File: config.mk
export PLATFORM = sky130hd
export DESIGN_NAME = cpu_addressing_mode_unit
export DESIGN_NICKNAME = d
export VERILOG_FILES = /design/src/rtl/core/camu_pkg.sv /design/src/rtl/core/cpu_addressing_mode_unit.sv
export SDC_FILE = /design/constraint.sdc
export NUM_CORES = 1
export LEC_CHECK = 0
export BUFFER_PORTS_ARGS = -buffer_cell sky130_fd_sc_hd__buf_2
export CORE_AREA = 8 8 140 142
export CTS_BUF_LIST = sky130_fd_sc_hd__clkbuf_8
export DETAILED_ROUTE_END_ITERATION = 10
export DIE_AREA = 0 0 148 150
export MAX_ROUTING_LAYER = met4
export PLACE_DENSITY_LB_ADDON = 0.1
export SLEW_MARGIN = 30
export SYNTH_ARGS = -nofsm -noshare
export SYNTH_HDL_FRONTEND = slang
export SYNTH_SLANG_ARGS = --single-unit
File: constraint.sdc
create_clock -name i_clk -period 3.6 [get_ports i_clk]
set_input_delay 0.36 -clock i_clk [delete_from_list [all_inputs] [get_ports i_clk]]
set_output_delay 0.36 -clock i_clk [all_outputs]
set_load 0.05 [all_outputs]
File: src/rtl/core/camu_pkg.sv
// Shared types and codes for the CPU addressing mode unit.
package camu_pkg;

    localparam logic [3:0] M_ACC = 4'd0;
    localparam logic [3:0] M_IMP = 4'd1;
    localparam logic [3:0] M_IMM = 4'd2;
    localparam logic [3:0] M_ZPG = 4'd3;
    localparam logic [3:0] M_ZPX = 4'd4;
    localparam logic [3:0] M_ZPY = 4'd5;
    localparam logic [3:0] M_REL = 4'd6;
    localparam logic [3:0] M_ABS = 4'd7;
    localparam logic [3:0] M_ABX = 4'd8;
    localparam logic [3:0] M_ABY = 4'd9;
    localparam logic [3:0] M_IND = 4'd10;
    localparam logic [3:0] M_IZX = 4'd11;
    localparam logic [3:0] M_IZY = 4'd12;

    localparam logic OP_START = 1'b0;
    localparam logic OP_DATA  = 1'b1;

    localparam logic [1:0] ST_READ = 2'd0;
    localparam logic [1:0] ST_DONE = 2'd1;
    localparam logic [1:0] ST_IDLE = 2'd2;

    localparam logic [1:0] STEP_0 = 2'd0;
    localparam logic [1:0] STEP_1 = 2'd1;
    localparam logic [1:0] STEP_2 = 2'd2;
    localparam logic [1:0] STEP_3 = 2'd3;

    typedef struct packed {
        logic        op;
        logic [3:0]  mode;
        logic [15:0] pc;
        logic [7:0]  x_index;
        logic [7:0]  y_index;
        logic [7:0]  read_data;
    } t_camu_in;

    typedef struct packed {
        logic [1:0]  status;
        logic [15:0] address;
        logic [15:0] next_pc;
        logic        extra_cycle;
    } t_camu_out;

endpackage

File: src/rtl/core/cpu_addressing_mode_unit.sv
// Latency: a result is valid in the cycle after its input transfer.
// Throughput: one input item per cycle while the single result register is empty
// or its result is taken; a new item is taken while a result is being taken too.
// Every input item produces exactly one result item.
// Reset (synchronous, active low) clears the busy flag, step counter,
// held mode and the result valid flag.
module cpu_addressing_mode_unit (
    input  logic                 i_clk,
    input  logic                 i_rst_n,
    input  logic                 i_in_valid,
    output logic                 o_in_ready,
    input  camu_pkg::t_camu_in   i_in_data,
    output logic                 o_out_valid,
    input  logic                 i_out_ready,
    output camu_pkg::t_camu_out  o_out_data
);

    logic                r_busy,     n_busy;
    logic [3:0]          r_mode,     n_mode;
    logic [1:0]          r_step,     n_step;
    logic [15:0]         r_work_pc,  n_work_pc;
    logic [7:0]          r_x,        n_x;
    logic [7:0]          r_y,        n_y;
    logic [7:0]          r_low,      n_low;
    logic [15:0]         r_pointer,  n_pointer;
    logic                r_out_valid, n_out_valid;
    camu_pkg::t_camu_out r_out,      n_out;

    logic        accept;
    logic [15:0] base;
    logic [7:0]  idx;
    logic [15:0] indexed_ea;
    logic [15:0] rel_off;
    logic [7:0]  zp_x;
    logic [7:0]  zp_y;

    assign o_in_ready  = !r_out_valid || i_out_ready;
    assign accept      = i_in_valid && o_in_ready;
    assign o_out_valid = r_out_valid;
    assign o_out_data  = r_out;

    // Shared datapath pieces for the read-data branch.
    assign base       = {i_in_data.read_data, r_low};
    assign idx        = (r_mode == camu_pkg::M_ABX) ? r_x : r_y;
    assign indexed_ea = base + {8'h00, idx};
    assign rel_off    = {{8{i_in_data.read_data[7]}}, i_in_data.read_data};
    assign zp_x       = i_in_data.read_data + r_x;
    assign zp_y       = i_in_data.read_data + r_y;

    always_comb begin
        n_busy      = r_busy;
        n_mode      = r_mode;
        n_step      = r_step;
        n_work_pc   = r_work_pc;
        n_x         = r_x;
        n_y         = r_y;
        n_low       = r_low;
        n_pointer   = r_pointer;
        n_out_valid = r_out_valid && !i_out_ready;
        n_out       = r_out;

        if (accept) begin
            n_out_valid = 1'b1;
            n_out       = '{status: camu_pkg::ST_DONE, address: 16'h0000,
                            next_pc: r_work_pc, extra_cycle: 1'b0};
            if (i_in_data.op == camu_pkg::OP_START) begin
                n_mode    = i_in_data.mode;
                n_x       = i_in_data.x_index;
                n_y       = i_in_data.y_index;
                n_step    = camu_pkg::STEP_0;
                n_low     = 8'h00;
                n_pointer = 16'h0000;
                if (i_in_data.mode == camu_pkg::M_IMM) begin
                    n_busy            = 1'b0;
                    n_work_pc         = i_in_data.pc + 16'd1;
                    n_out.address     = i_in_data.pc;
                    n_out.next_pc     = i_in_data.pc + 16'd1;
                end else if (i_in_data.mode < camu_pkg::M_ZPG
                             || i_in_data.mode > camu_pkg::M_IZY) begin
                    n_busy        = 1'b0;
                    n_work_pc     = i_in_data.pc;
                    n_out.next_pc = i_in_data.pc;
                end else begin
                    n_busy        = 1'b1;
                    n_work_pc     = i_in_data.pc + 16'd1;
                    n_out.status  = camu_pkg::ST_READ;
                    n_out.address = i_in_data.pc;
                    n_out.next_pc = 16'h0000;
                end
            end else if (!r_busy) begin
                n_out.status  = camu_pkg::ST_IDLE;
                n_out.next_pc = 16'h0000;
            end else begin
                // Default is finishing; read requests override below.
                n_busy = 1'b0;
                n_step = camu_pkg::STEP_0;
                case (r_mode)
                    camu_pkg::M_ZPG: begin
                        n_out.address = {8'h00, i_in_data.read_data};
                    end
                    camu_pkg::M_ZPX: begin
                        n_out.address = {8'h00, zp_x};
                    end
                    camu_pkg::M_ZPY: begin
                        n_out.address = {8'h00, zp_y};
                    end
                    camu_pkg::M_REL: begin
                        n_out.address = r_work_pc + rel_off;
                    end
                    camu_pkg::M_ABS, camu_pkg::M_ABX, camu_pkg::M_ABY,
                    camu_pkg::M_IND: begin
                        case (r_step)
                            camu_pkg::STEP_0: begin
                                n_busy        = 1'b1;
                                n_step        = camu_pkg::STEP_1;
                                n_low         = i_in_data.read_data;
                                n_work_pc     = r_work_pc + 16'd1;
                                n_out.status  = camu_pkg::ST_READ;
                                n_out.address = r_work_pc;
                                n_out.next_pc = 16'h0000;
                            end
                            camu_pkg::STEP_1: begin
                                if (r_mode == camu_pkg::M_ABS) begin
                                    n_out.address = base;
                                end else if (r_mode == camu_pkg::M_IND) begin
                                    n_busy        = 1'b1;
                                    n_step        = camu_pkg::STEP_2;
                                    n_pointer     = base;
                                    n_out.status  = camu_pkg::ST_READ;
                                    n_out.address = base;
                                    n_out.next_pc = 16'h0000;
                                end else begin
                                    n_out.address     = indexed_ea;
                                    n_out.extra_cycle =
                                        (indexed_ea[15:8] != base[15:8]);
                                end
                            end
                            camu_pkg::STEP_2: begin
                                // High pointer byte stays in the same page.
                                n_busy        = 1'b1;
                                n_step        = camu_pkg::STEP_3;
                                n_low         = i_in_data.read_data;
                                n_out.status  = camu_pkg::ST_READ;
                                n_out.address = {r_pointer[15:8],
                                                 r_pointer[7:0] + 8'd1};
                                n_out.next_pc = 16'h0000;
                            end
                            default: begin
                                n_out.address = base;
                            end
                        endcase
                    end
                    camu_pkg::M_IZX, camu_pkg::M_IZY: begin
                        case (r_step)
                            camu_pkg::STEP_0: begin
                                n_busy        = 1'b1;
                                n_step        = camu_pkg::STEP_1;
                                n_pointer     = {8'h00, (r_mode == camu_pkg::M_IZX)
                                                 ? zp_x : i_in_data.read_data};
                                n_out.status  = camu_pkg::ST_READ;
                                n_out.address = n_pointer;
                                n_out.next_pc = 16'h0000;
                            end
                            camu_pkg::STEP_1: begin
                                n_busy        = 1'b1;
                                n_step        = camu_pkg::STEP_2;
                                n_low         = i_in_data.read_data;
                                n_out.status  = camu_pkg::ST_READ;
                                n_out.address = {8'h00, r_pointer[7:0] + 8'd1};
                                n_out.next_pc = 16'h0000;
                            end
                            default: begin
                                if (r_mode == camu_pkg::M_IZX) begin
                                    n_out.address = base;
                                end else begin
                                    n_out.address     = indexed_ea;
                                    n_out.extra_cycle =
                                        (indexed_ea[15:8] != base[15:8]);
                                end
                            end
                        endcase
                    end
                    default: begin
                        n_out.address = 16'h0000;
                    end
                endcase
            end
        end
    end

    always_ff @(posedge i_clk) begin
        if (!i_rst_n) begin
            r_busy      <= 1'b0;
            r_mode      <= camu_pkg::M_ACC;
            r_step      <= camu_pkg::STEP_0;
            r_out_valid <= 1'b0;
        end else begin
            r_busy      <= n_busy;
            r_mode      <= n_mode;
            r_step      <= n_step;
            r_out_valid <= n_out_valid;
        end
    end

    always_ff @(posedge i_clk) begin
        r_work_pc <= n_work_pc;
        r_x       <= n_x;
        r_y       <= n_y;
        r_low     <= n_low;
        r_pointer <= n_pointer;
        r_out     <= n_out;
    end

endmodule

## Word-level counts from Yosys, hierarchy flattened

Cells that the tools add are included.

| word-level totals | value |
|---|---|
| input port bits | 49 |
| flip-flop bits (word level) | 99 |
| word-level logic and storage cells | 127 |
| output and inout port bits | 37 |

| operators by class | value |
|---|---|
| mux-type cells | 63 |
| bitwise gates (word level) | 1 |
| equal/unequal tests | 24 |
| add/sub/neg operators | 7 |
| magnitude comparators | 2 |
| reduce and logical (&&, ||, !) cells | 17 |

Operator list:

| kind | count |
|---|---|
| $mux W16 | 19 |
| $pmux W16 S2 | 3 |
| $pmux W16 S6 | 1 |
| $pmux W16 S3 | 1 |
| $mux W8 | 5 |
| $mux W17 | 2 |
| $mux W34 | 1 |
| $pmux W17 S2 | 1 |
| $add A16 B1 Y16 const B | 2 |
| $mux W32 | 1 |
| $eq A4 B4 Y1 const B | 5 |
| $ne A3 B3 Y1 const B | 6 |
| $add A16 B16 Y16 | 1 |
| $add A16 B8 Y16 | 1 |
| $add A8 B8 Y8 | 2 |
| $eq A4 B3 Y1 const B | 4 |
| $pmux W8 S2 | 1 |
| $mux W1 | 15 |
| $mux W2 | 6 |
| $add A8 B1 Y8 const B | 1 |
| $eq A4 B2 Y1 const B | 2 |
| $ne A8 B8 Y1 | 1 |
| $pmux W1 S2 | 4 |
| $pmux W2 S2 | 2 |
| other kinds (18) | 27 |

## Logic depth before layout (Yosys ltp)

Gate-level depths: netlist (run 1).

| depth | value |
|---|---|
| word-level depth | 10 |
| depth in mapped cells | 14 |
| mapped depth without buffers | 12 |

## Worst setup path before layout (run 1)

Ideal clock, no wire load.

| path | value |
|---|---|
| path kind | reg2reg |
| from | register r_mode[3] |
| to | register r_out, in the netlist o_out_data[32], data pin |
| data required time | 3333 ps |
| path slack | -112 ps |
| arrival | 3445 ps |
| cell stages (with the launch flop) | 13 |
| buffers on the path | 2 |
| library setup time | 267 ps |
| clock period less this slack | 3712 ps |
| path through | dfxtp_1 -> buf_4 -> buf_2 -> nor4b_2 -> mux2_2 -> ha_1 -> a21oi_1 -> o22ai_1 -> nor3_1 -> nor3_1 -> xor2_1 -> a221oi_1 -> nand3_1 |

| on the way | value |
|---|---|
| word-level cells in the longest chain between the ends | 9 |
| elaborated cells between the ends (all ways) | 22 |
| those cells by class | add/sub (1); eq/ne (10); mux (9); reduce/logical (2) |

RTL lines:

| element | line | text |
|---|---|---|
| from (decl) | cpu_addressing_mode_unit.sv:19 | `logic [3:0] r_mode, n_mode;` |
| from (signal assigned) | cpu_addressing_mode_unit.sv:194 | `r_mode <= camu_pkg::M_ACC;` |
| from (signal assigned) | cpu_addressing_mode_unit.sv:199 | `r_mode <= n_mode;` |
| $eq A4 B4 Y1 | cpu_addressing_mode_unit.sv:44, cpu_addressing_mode_unit.sv:97 |  |
| $mux W8 | cpu_addressing_mode_unit.sv:44 | `assign idx = (r_mode == camu_pkg::M_ABX) ? r_x : r_y;` |
| $add A16 B8 Y16 | cpu_addressing_mode_unit.sv:45 | `assign indexed_ea = base + {8'h00, idx};` |
| $mux W16 | cpu_addressing_mode_unit.sv:125 | `end else if (r_mode == camu_pkg::M_IND) begin` |
| $mux W16 | cpu_addressing_mode_unit.sv:123 | `if (r_mode == camu_pkg::M_ABS) begin` |
| $pmux W16 S3 | cpu_addressing_mode_unit.sv:112 | `case (r_step)` |
| $pmux W16 S6 * | cpu_addressing_mode_unit.sv:97 | `case (r_mode)` |
| $mux W16 * | cpu_addressing_mode_unit.sv:90 | `end else if (!r_busy) begin` |
| $mux W34 * | cpu_addressing_mode_unit.sv:66 | `if (i_in_data.op == camu_pkg::OP_START) begin` |
| to (signal assigned) | cpu_addressing_mode_unit.sv:211 | `r_out <= n_out;` |
| to (decl) | cpu_addressing_mode_unit.sv:27 | `camu_pkg::t_camu_out r_out, n_out;` |

Mark *: on every way between the ends. The rest lies on a longest branch, timed or not.
A chain may end at the register's enable or synchronous reset.

## Final worst setup path (run 1)

| path | value |
|---|---|
| from | register r_mode[2] |
| to | register r_out, in the netlist o_out_data[31], data pin |

The elaborated chain is that of the path after synthesis.

==> results.md, run 1 <==
- Status: finished, final reports clean
- Root Buffer: clkbuf_8
- TritonCTS Buffers: 9
- I/O Pins: 86
- WHS Endpoint: r_x[0]$_DFFE_PP_
- Cells after Synth: about 950
- Vias/cell: 6.34
- Final Setup Violations: 0
- Dpl ws: between 90 and 100 ps
- Synth Area in XOR/XNOR: 8.36%
- Top-count cell post-synth: nand2_1
- Hold Path Cell Cnt: 1
- Switching power total: 1.02 mW
- Comb power frac: 27.7%
- Layout cells sized above 1: 17.2%
- HP Start: i_in_data[16]
- Routed length per instance: about 23 um
- Mux share of post-synthesis cell area: 3.75%
- Die Width: 148 um
- Top-area cell type share of the netlist area: 32.2%
- Initial DRC Count: 851
- Reg2reg start: r_mode[2]$_SDFFE_PN0P_
- Vertical die dimension: 150 um
- Final nets: about 1100
- Antenna Cells: 0
- Startpoint Class: register
- Setup ws final: 143 ps
- Wirelength, routed: 28700 um
- # rows: 49
- Clock power frac: 25.8%
- Global-route wire length before repair: 43600 um
- Slew margin rel.: 47.0%
- Drt first pass iters: 6
- Clock Skew: ~17 ps
- Critical path type: register to register
- PwrDens: between 300 and 400 nW/um^2
- Ys Warns: 0
- Area growth, synth to finish: 11.4%
- Vias: 7983
- Vias in the first global route: 7610
- Top FF cell, synth: edfxtp_1
- Cell Area, Synth: approximately 8500 sq um
- Yosys reg bits: 99
- Syn_area_per_cell: roughly 8.9 sq um
- Syn Nets: 1049
- Max Cap Viol: 0
- Deepest clock path buffer count: 2
- Routability Congestion: between 0.9 and 1
- Synth cell count leaders: 119 x nand2_1, 91 x edfxtp_1, 65 x nor2_1, 65 x o21ai_0, 53 x a21oi_1
- Initial antenna violation count: 0
- Main combinational cell family by area after synthesis: compound AO/OA/AOI/OAI gates
- Crit-path max FO: 6
- DRC viols: 0
- Synth async-reset ratio: 0%
- Arr. time, crit path: 3610 ps
- Placed cell count: between 1000 and 1500
- Switch share: 34.6%
- Worst skew pair latency: 400 ps
- Grt ovf: 0
- Peak supply drop: 0.173 mV
- Register area share after synthesis: about a third
- Slew Limit Fails: 0
- Max Clock Freq: 289 MHz
- Hold WC Path Type: primary input to register
- Hold Vio Cnt, Final: 0
- Post-DP HPWL: 21200 um
- Tmin final: ~3500 ps
- CTS tree: done
- Period utilization: 96.0%
- Synth area leaders: edfxtp_1 32%, ha_1 6.6%, nand2_1 5.3%
- Hold Buf Count CTS: 0
- Filler cells: roughly 1700
- GRT Util Overall: 26.4%
- Fin cells: 1259
- Post-synth EDFFs: 91
- Sequential power share: 46.5%
- Synth cell types: 83
- Req. time, crit path: 3760 ps
- H-tree depth: 3
- R2r setup slk: 140 ps
- Starting Density: 48.4%
- Static Leakage: 3.62 nW
- Die area: 22200 sq um
- Core area: 17500 sq um
- Dominant cell type by area after synthesis: edfxtp_1
- FF-to-FF End: o_out_data[31]$_DFFE_PP_
- Critical Path End Type: register
- Slew of the pin with the lowest slew margin: 786 ps
- ANT nets after route: 0
- Int Pwr: 1.93 mW
- CTS Sinks: 99
- Post-Synth Adder-Cell Area: 7.58%
- Worst R2R Path Depth: 13
- Synth Area in Compound Gates: 23.0%
- Synth Area in Simple Gates: 19.1%
- Number of I/O port buffers: 85
- Hold WS: 136 ps
- Reg clk slew, reported paths: 110 ps
- Largest net degree at the start of global routing: 58
==> metrics by stage <==
step / total power [mW] / TNS [ps] / instance area (sq um) / utilization (%)
2_1_floorplan: 1.94 / 0 / 8500 / -
3_3_place_gp: 2.19 / 0 / 9220 / 52.6
3_5_place_dp: 2.19 / 0 / 9230 / 52.6
4_1_cts: 2.95 / 0 / 9420 / 53.7
5_1_grt: 3.06 / -49.6 / 9450 / 53.9
6_report: 2.94 / 0 / 9450 / 53.9
==> cell families (layout without fill, tap and decap cells) <==
logic type,count (synthesis),after routing
compound gates,281,281
xor+xnor,81,81
fa+ha+maj,49,49
buf+inv,81,160
flops,99,99
mux,28,28
simple gates,332,332
==> final cells by class <==
type	instances	area (sq um)	share of cell area (%)
Multi-Input combinational cell	771	5290	56.0
Inverter	20	75.1	0.794
Clock buffer	9	124	1.31
Sequential cell	99	2890	30.6
Timing Repair Buffer	124	718	7.60
Clock inverter	7	66.3	0.702
Tap cell	229	287	3.03
==> repair_timing <==
action	in CTS	in global routing
setup endpoints to repair	0	6
gates resized for setup	0	4
buffers inserted	0	2
==> power by group through the flow <==
stage / combinational (mW) / clock (mW) / sequential (mW)
after floorplan: 0.459 / 0 / 1.48
after global placement: 0.793 / 0 / 1.39
after detailed placement: 0.800 / 0 / 1.39
after CTS: 0.804 / 0.773 / 1.37
after global routing: 0.878 / 0.807 / 1.38
final: 0.814 / 0.760 / 1.37
==> worst max-delay path: stages, from the launching register on <==
cell       delay (ps)
dfxtp_1           350
nor4b_4           380
buf_4             170
mux2_2            320
ha_1              190
inv_1              70
fa_1              210
nor2b_1            90
o2111ai_1         300
nand3_2           230
and4_1            240
a311o_1           320
a211oi_1          230
o211ai_1          100
==> how the worst max path moves through the flow <==
stage,startpoint,to,depth (start not counted)
2_1_floorplan,o_out_valid$_SDFF_PN0_,r_work_pc[0]$_DFFE_PP_,5
3_3_place_gp,r_mode[0]$_SDFFE_PN0P_,o_out_data[31]$_DFFE_PP_,11
3_5_place_dp,r_mode[0]$_SDFFE_PN0P_,o_out_data[31]$_DFFE_PP_,11
4_1_cts,r_mode[0]$_SDFFE_PN0P_,o_out_data[31]$_DFFE_PP_,11
5_1_grt,r_mode[2]$_SDFFE_PN0P_,o_out_data[32]$_DFFE_PP_,12
6_report,r_mode[2]$_SDFFE_PN0P_,o_out_data[31]$_DFFE_PP_,13
==> per-layer routing <==
metal,part of all wire [%],track usage (%),up-vias
li1,-,-,3732
met1,41,32.3,3762
met2,46,41.2,401
met3,8.6,5.35,88
met4,4.2,12.3,0
met5,0,-,-
==> layout by cell type, fill, tap and decap left out, types with 7 or more instances in the layout <==
cell type and count:
a21o_1 10, edfxtp_1 91, xor2_1 43, nor3_1 26, o22ai_1 8, buf_2 85, nor2_1 64, ha_1 45
nand3_1 33, mux2i_1 13, xnor2_1 38, or3_1 9, a21oi_1 51, o21ai_0 65, buf_4 39, a211oi_1 20
nand2_1 119, dfxtp_1 8, a22oi_1 26, and3_1 20, nand2b_1 9, o211ai_1 12, clkbuf_8 9, mux2_2 12
and2_1 11, inv_1 19, o2111ai_1 7
==> flip-flops by register name, summed over array words and instances (netlist names) <==
signal       cells
r_step           2
o_out_valid      1
r_busy           1
r_y              8
r_low            8
r_x              8
r_pointer       16
r_mode           4
o_out_data      35
r_work_pc       16
No activity file was read; power rests on OpenSTA's default activity.
==> run 2: changes to the inputs <==
ABC_AREA = 1   (was default)
CORE_AREA = 8 8 141 143   (was 8 8 140 142)
DIE_AREA = 0 0 149 151   (was 0 0 148 150)
SETUP_SLACK_MARGIN = 0.3   (was default)
==> run 2 against run 1 <==
Effect of this change: via count is 7.9% higher; core utilization about the same; worst setup slack improved by 520 ps; first-iteration DRC count decreased by 4.0%.
==> results.md, run 2 <==
- Core area: between 15000 and 20000 sq um
- CP peak stage delay: 390 ps
- RSZ-0062 raised after global routing: no
- Grt ovf: 0
- Final nets: 1367
- Req. time, crit path: 3770 ps
- Clock power frac: 26.1%
- PwrDens: 317 nW/um^2
- Worst skew pair latency: 400 ps
- Clock Skew: between 10 and 15 ps
- Root Buffer: clkbuf_8
- Die Width: 149 um
- Final TNS setup: 0 ps
- FF-to-FF End: o_out_data[31]$_DFFE_PP_
- Comb power frac: 28.1%
- Antenna Cells: 0
- H-tree depth: 3
- Period utilization: roughly four fifths
- Tmin final: between 2000 and 3000 ps
- Static Leakage: 4.51 nW
- Final Setup Violations: 0
- Startpoint Class: register
- Syn_area_per_cell: ~7.2 sq um
- Global-route wire length before repair: 45000 um
- CTS tree: done
- Vias: approximately 8600
- Drt first pass iters: 6
- I/O Pins: 86
- Routed length per instance: 19.0 um
- Max Clock Freq: 340 MHz
- Largest net degree at the start of global routing: 40
- Commonest non-fill, non-tap cell in the layout: nand2_1
- Crit path cell chain: inv_2 -> nand2_1 -> inv_4 -> nand2_4 -> mux2_2 -> ha_1 -> inv_1 -> fa_1 -> nand3b_1 -> nand2_2 -> nand3_1 -> nand2_1 -> nand2_1 -> nand2_1 -> nand3_1 -> nand2_1 -> nand2_1 -> nand2_1 -> nand3_1 -> nand2_1 -> nand2_1
- Ys Warns: 0
- Crit-path slowest cell: fa_1
- Max Cap Viol: 0
- Hold WS: 139 ps
- Peak supply drop: ~0.20 mV
- Area of the multi-input gates: slightly above 5000 sq um
- Crit-path max FO: 9
- Filler cells: about 1800
- Commonest non-fill, non-tap cells in the layout: 317 x nand2_1, 134 x inv_1, 106 x nand3_1
- Status: finished, final reports clean
- Critical Path End: o_out_data[31]$_DFFE_PP_
- Deepest clock path buffer count: 2
- Critical Path End Type: register
- DRC viols: 0
- Critical path type: register to register
- Placed inst area: 9300 sq um
- Initial DRC Count: between 800 and 900
- Initial antenna violation count: 0
- R2r setup slk: 660 ps
- Synth async-reset ratio: 0%
- Area growth, synth to finish: 10.2%
- Synth cell count leaders: 319 x nand2_1, 133 x inv_1, 107 x nand3_1
- Post-synth EDFFs: 91
- Arr. time, crit path: 3100 ps
- Top-area cell type share of the netlist area: a little under a third
- Reg2reg start: r_mode[2]$_SDFFE_PN0P_
- Post-DP HPWL: 22200 um
- Cell Area, Synth: 8640 sq um
- GRT Util Overall: 26.6%
- Number of I/O port buffers: 85
- Die area: 22500 sq um
- Top cell by count, worst path: nand2_1
- Cells after Synth: 1195
- Starting Density: 49.0%
- Max reg flops: 35
- Switch share: 36.3%
- Synth area leaders: edfxtp_1 32%, nand2_1 14%, ha_1 6.5%
- Hold Vio Cnt, Final: 0
- # rows: ~50
- Slew of the pin with the lowest slew margin: ~860 ps
- Switching power total: 1.09 mW
- CTS Sinks: 99
- Slew Limit Fails: 0
- Slew margin rel.: between 40 and 50%
- Syn Nets: between 1000 and 1500
- Layout cells sized above 1: 13.7%
- Top FF cell, synth: edfxtp_1
- TritonCTS Buffers: 9
- Synth cell types: 52
- Hold WC Path Type: primary input to register
- Yosys reg bits: 99
- Hold Buf Count CTS: 0
- Int Pwr: 1.92 mW
- Sequential power share: between 40% and 50%
- Reg clk slew, reported paths: 110 ps
- Dominant cell type by area after synthesis: edfxtp_1
- Vias in the first global route: 8314
- Routability Congestion: about 0.94
- Vias/cell: 5.73
- Post-route cell area: 9520 sq um
- Crit path launch: r_mode[2]$_SDFFE_PN0P_
- Worst R2R Path Depth: 21
- Wirelength, routed: around 29000 um
- Top-count cell post-synth: nand2_1
- Register area: 2890 sq um
- Register area share after synthesis: roughly a third
- ANT nets after route: 0
- Total power: a little over 3 mW
- Vertical die dimension: 151 um
run 2: cell count changes after synthesis, moves of 17 or more:
cell and delta:
a211oi_1 -18, a21oi_1 +51, a22oi_1 -24, and3_1 -20, clkbuf_1 -17, inv_1 +114
nand2_1 +200, nand3_1 +73, nand4_1 +20, nor3_1 -21, o21ai_0 +23, xnor2_1 -25
run 2: cells by family (layout without fill, tap and decap cells):
logic type	Yosys count	in the layout	synth area share, %
and+or+nand+nor	554	554	27.9
buffers and inverters	180	259	8.34
xor gates and xnor gates	40	40	4.05
muxes	7	7	0.912
adders and majority gates	49	49	7.44
AOI/OAI and AO/OA	266	266	17.9
DFF	99	99	33.5
run 2: worst min path at each step:
stage,startpoint,to,slack (ps),cells after the start
after floorplan,i_in_data[16],r_x[0]$_DFFE_PP_,460,0
after global placement,r_mode[2]$_SDFFE_PN0P_,r_mode[2]$_SDFFE_PN0P_,500,2
after detailed placement,o_out_valid$_SDFF_PN0_,o_out_valid$_SDFF_PN0_,510,2
after CTS,i_in_data[18],r_x[2]$_DFFE_PP_,110,1
after global routing,i_in_data[18],r_x[2]$_DFFE_PP_,110,1
final,i_in_data[12],r_y[4]$_DFFE_PP_,140,1
run 2: timing repair:
item	4_1_cts	5_1_grt
buffers inserted	0	0
gates resized for setup	0	7
endpoints found under the setup margin	0	12
run 2: metrics by stage:
step	worst slack (ps)	utilization (%)	instances
2_1_floorplan	444	-	1195
3_3_place_gp	412	52.7	1487
3_5_place_dp	398	52.7	1487
4_1_cts	370	53.8	1503
5_1_grt	357	53.9	1503
6_report	661	53.9	1503
run 2: cell type report:
| class | instances | share of cell area (%) |
|---|---|---|
| clock inverters | 7 | 0.788 |
| clock buffers | 9 | 1.30 |
| flip-flops and latches | 99 | 30.4 |
| well taps | 229 | 3.01 |
| inverters | 142 | 5.68 |
| repair buffers | 101 | 5.73 |
| multi-input cells | 916 | 53.1 |
run 2: power groups by stage:
| stage | registers [mW] | clock network (mW) | logic, mW |
|---|---|---|---|
| 2_1_floorplan | 1.49 | 0 | 0.503 |
| 6_report | 1.38 | 0.787 | 0.849 |
| 3_5_place_dp | 1.41 | 0 | 0.834 |
| 5_1_grt | 1.39 | 0.836 | 0.940 |
| 4_1_cts | 1.38 | 0.804 | 0.839 |
| 3_3_place_gp | 1.41 | 0 | 0.828 |
run 2: critical path: cells and delay by family, from the launching register on:
kind | cells | cell delay [ps]
multiplexers | 1 | 250
adder cells (fa/ha/maj) | 2 | 550
flip-flops | 1 | 340
buffers and inverters | 3 | 280
AND/OR/NAND/NOR | 15 | 1310
run 2: layer usage:
layer / part of all wire (%) / GRT usage, %
met3: 6.1 / 3.50
met1: 43 / 32.9
met5: 0 / -
met4: 5.2 / 15.4
met2: 46 / 41.2
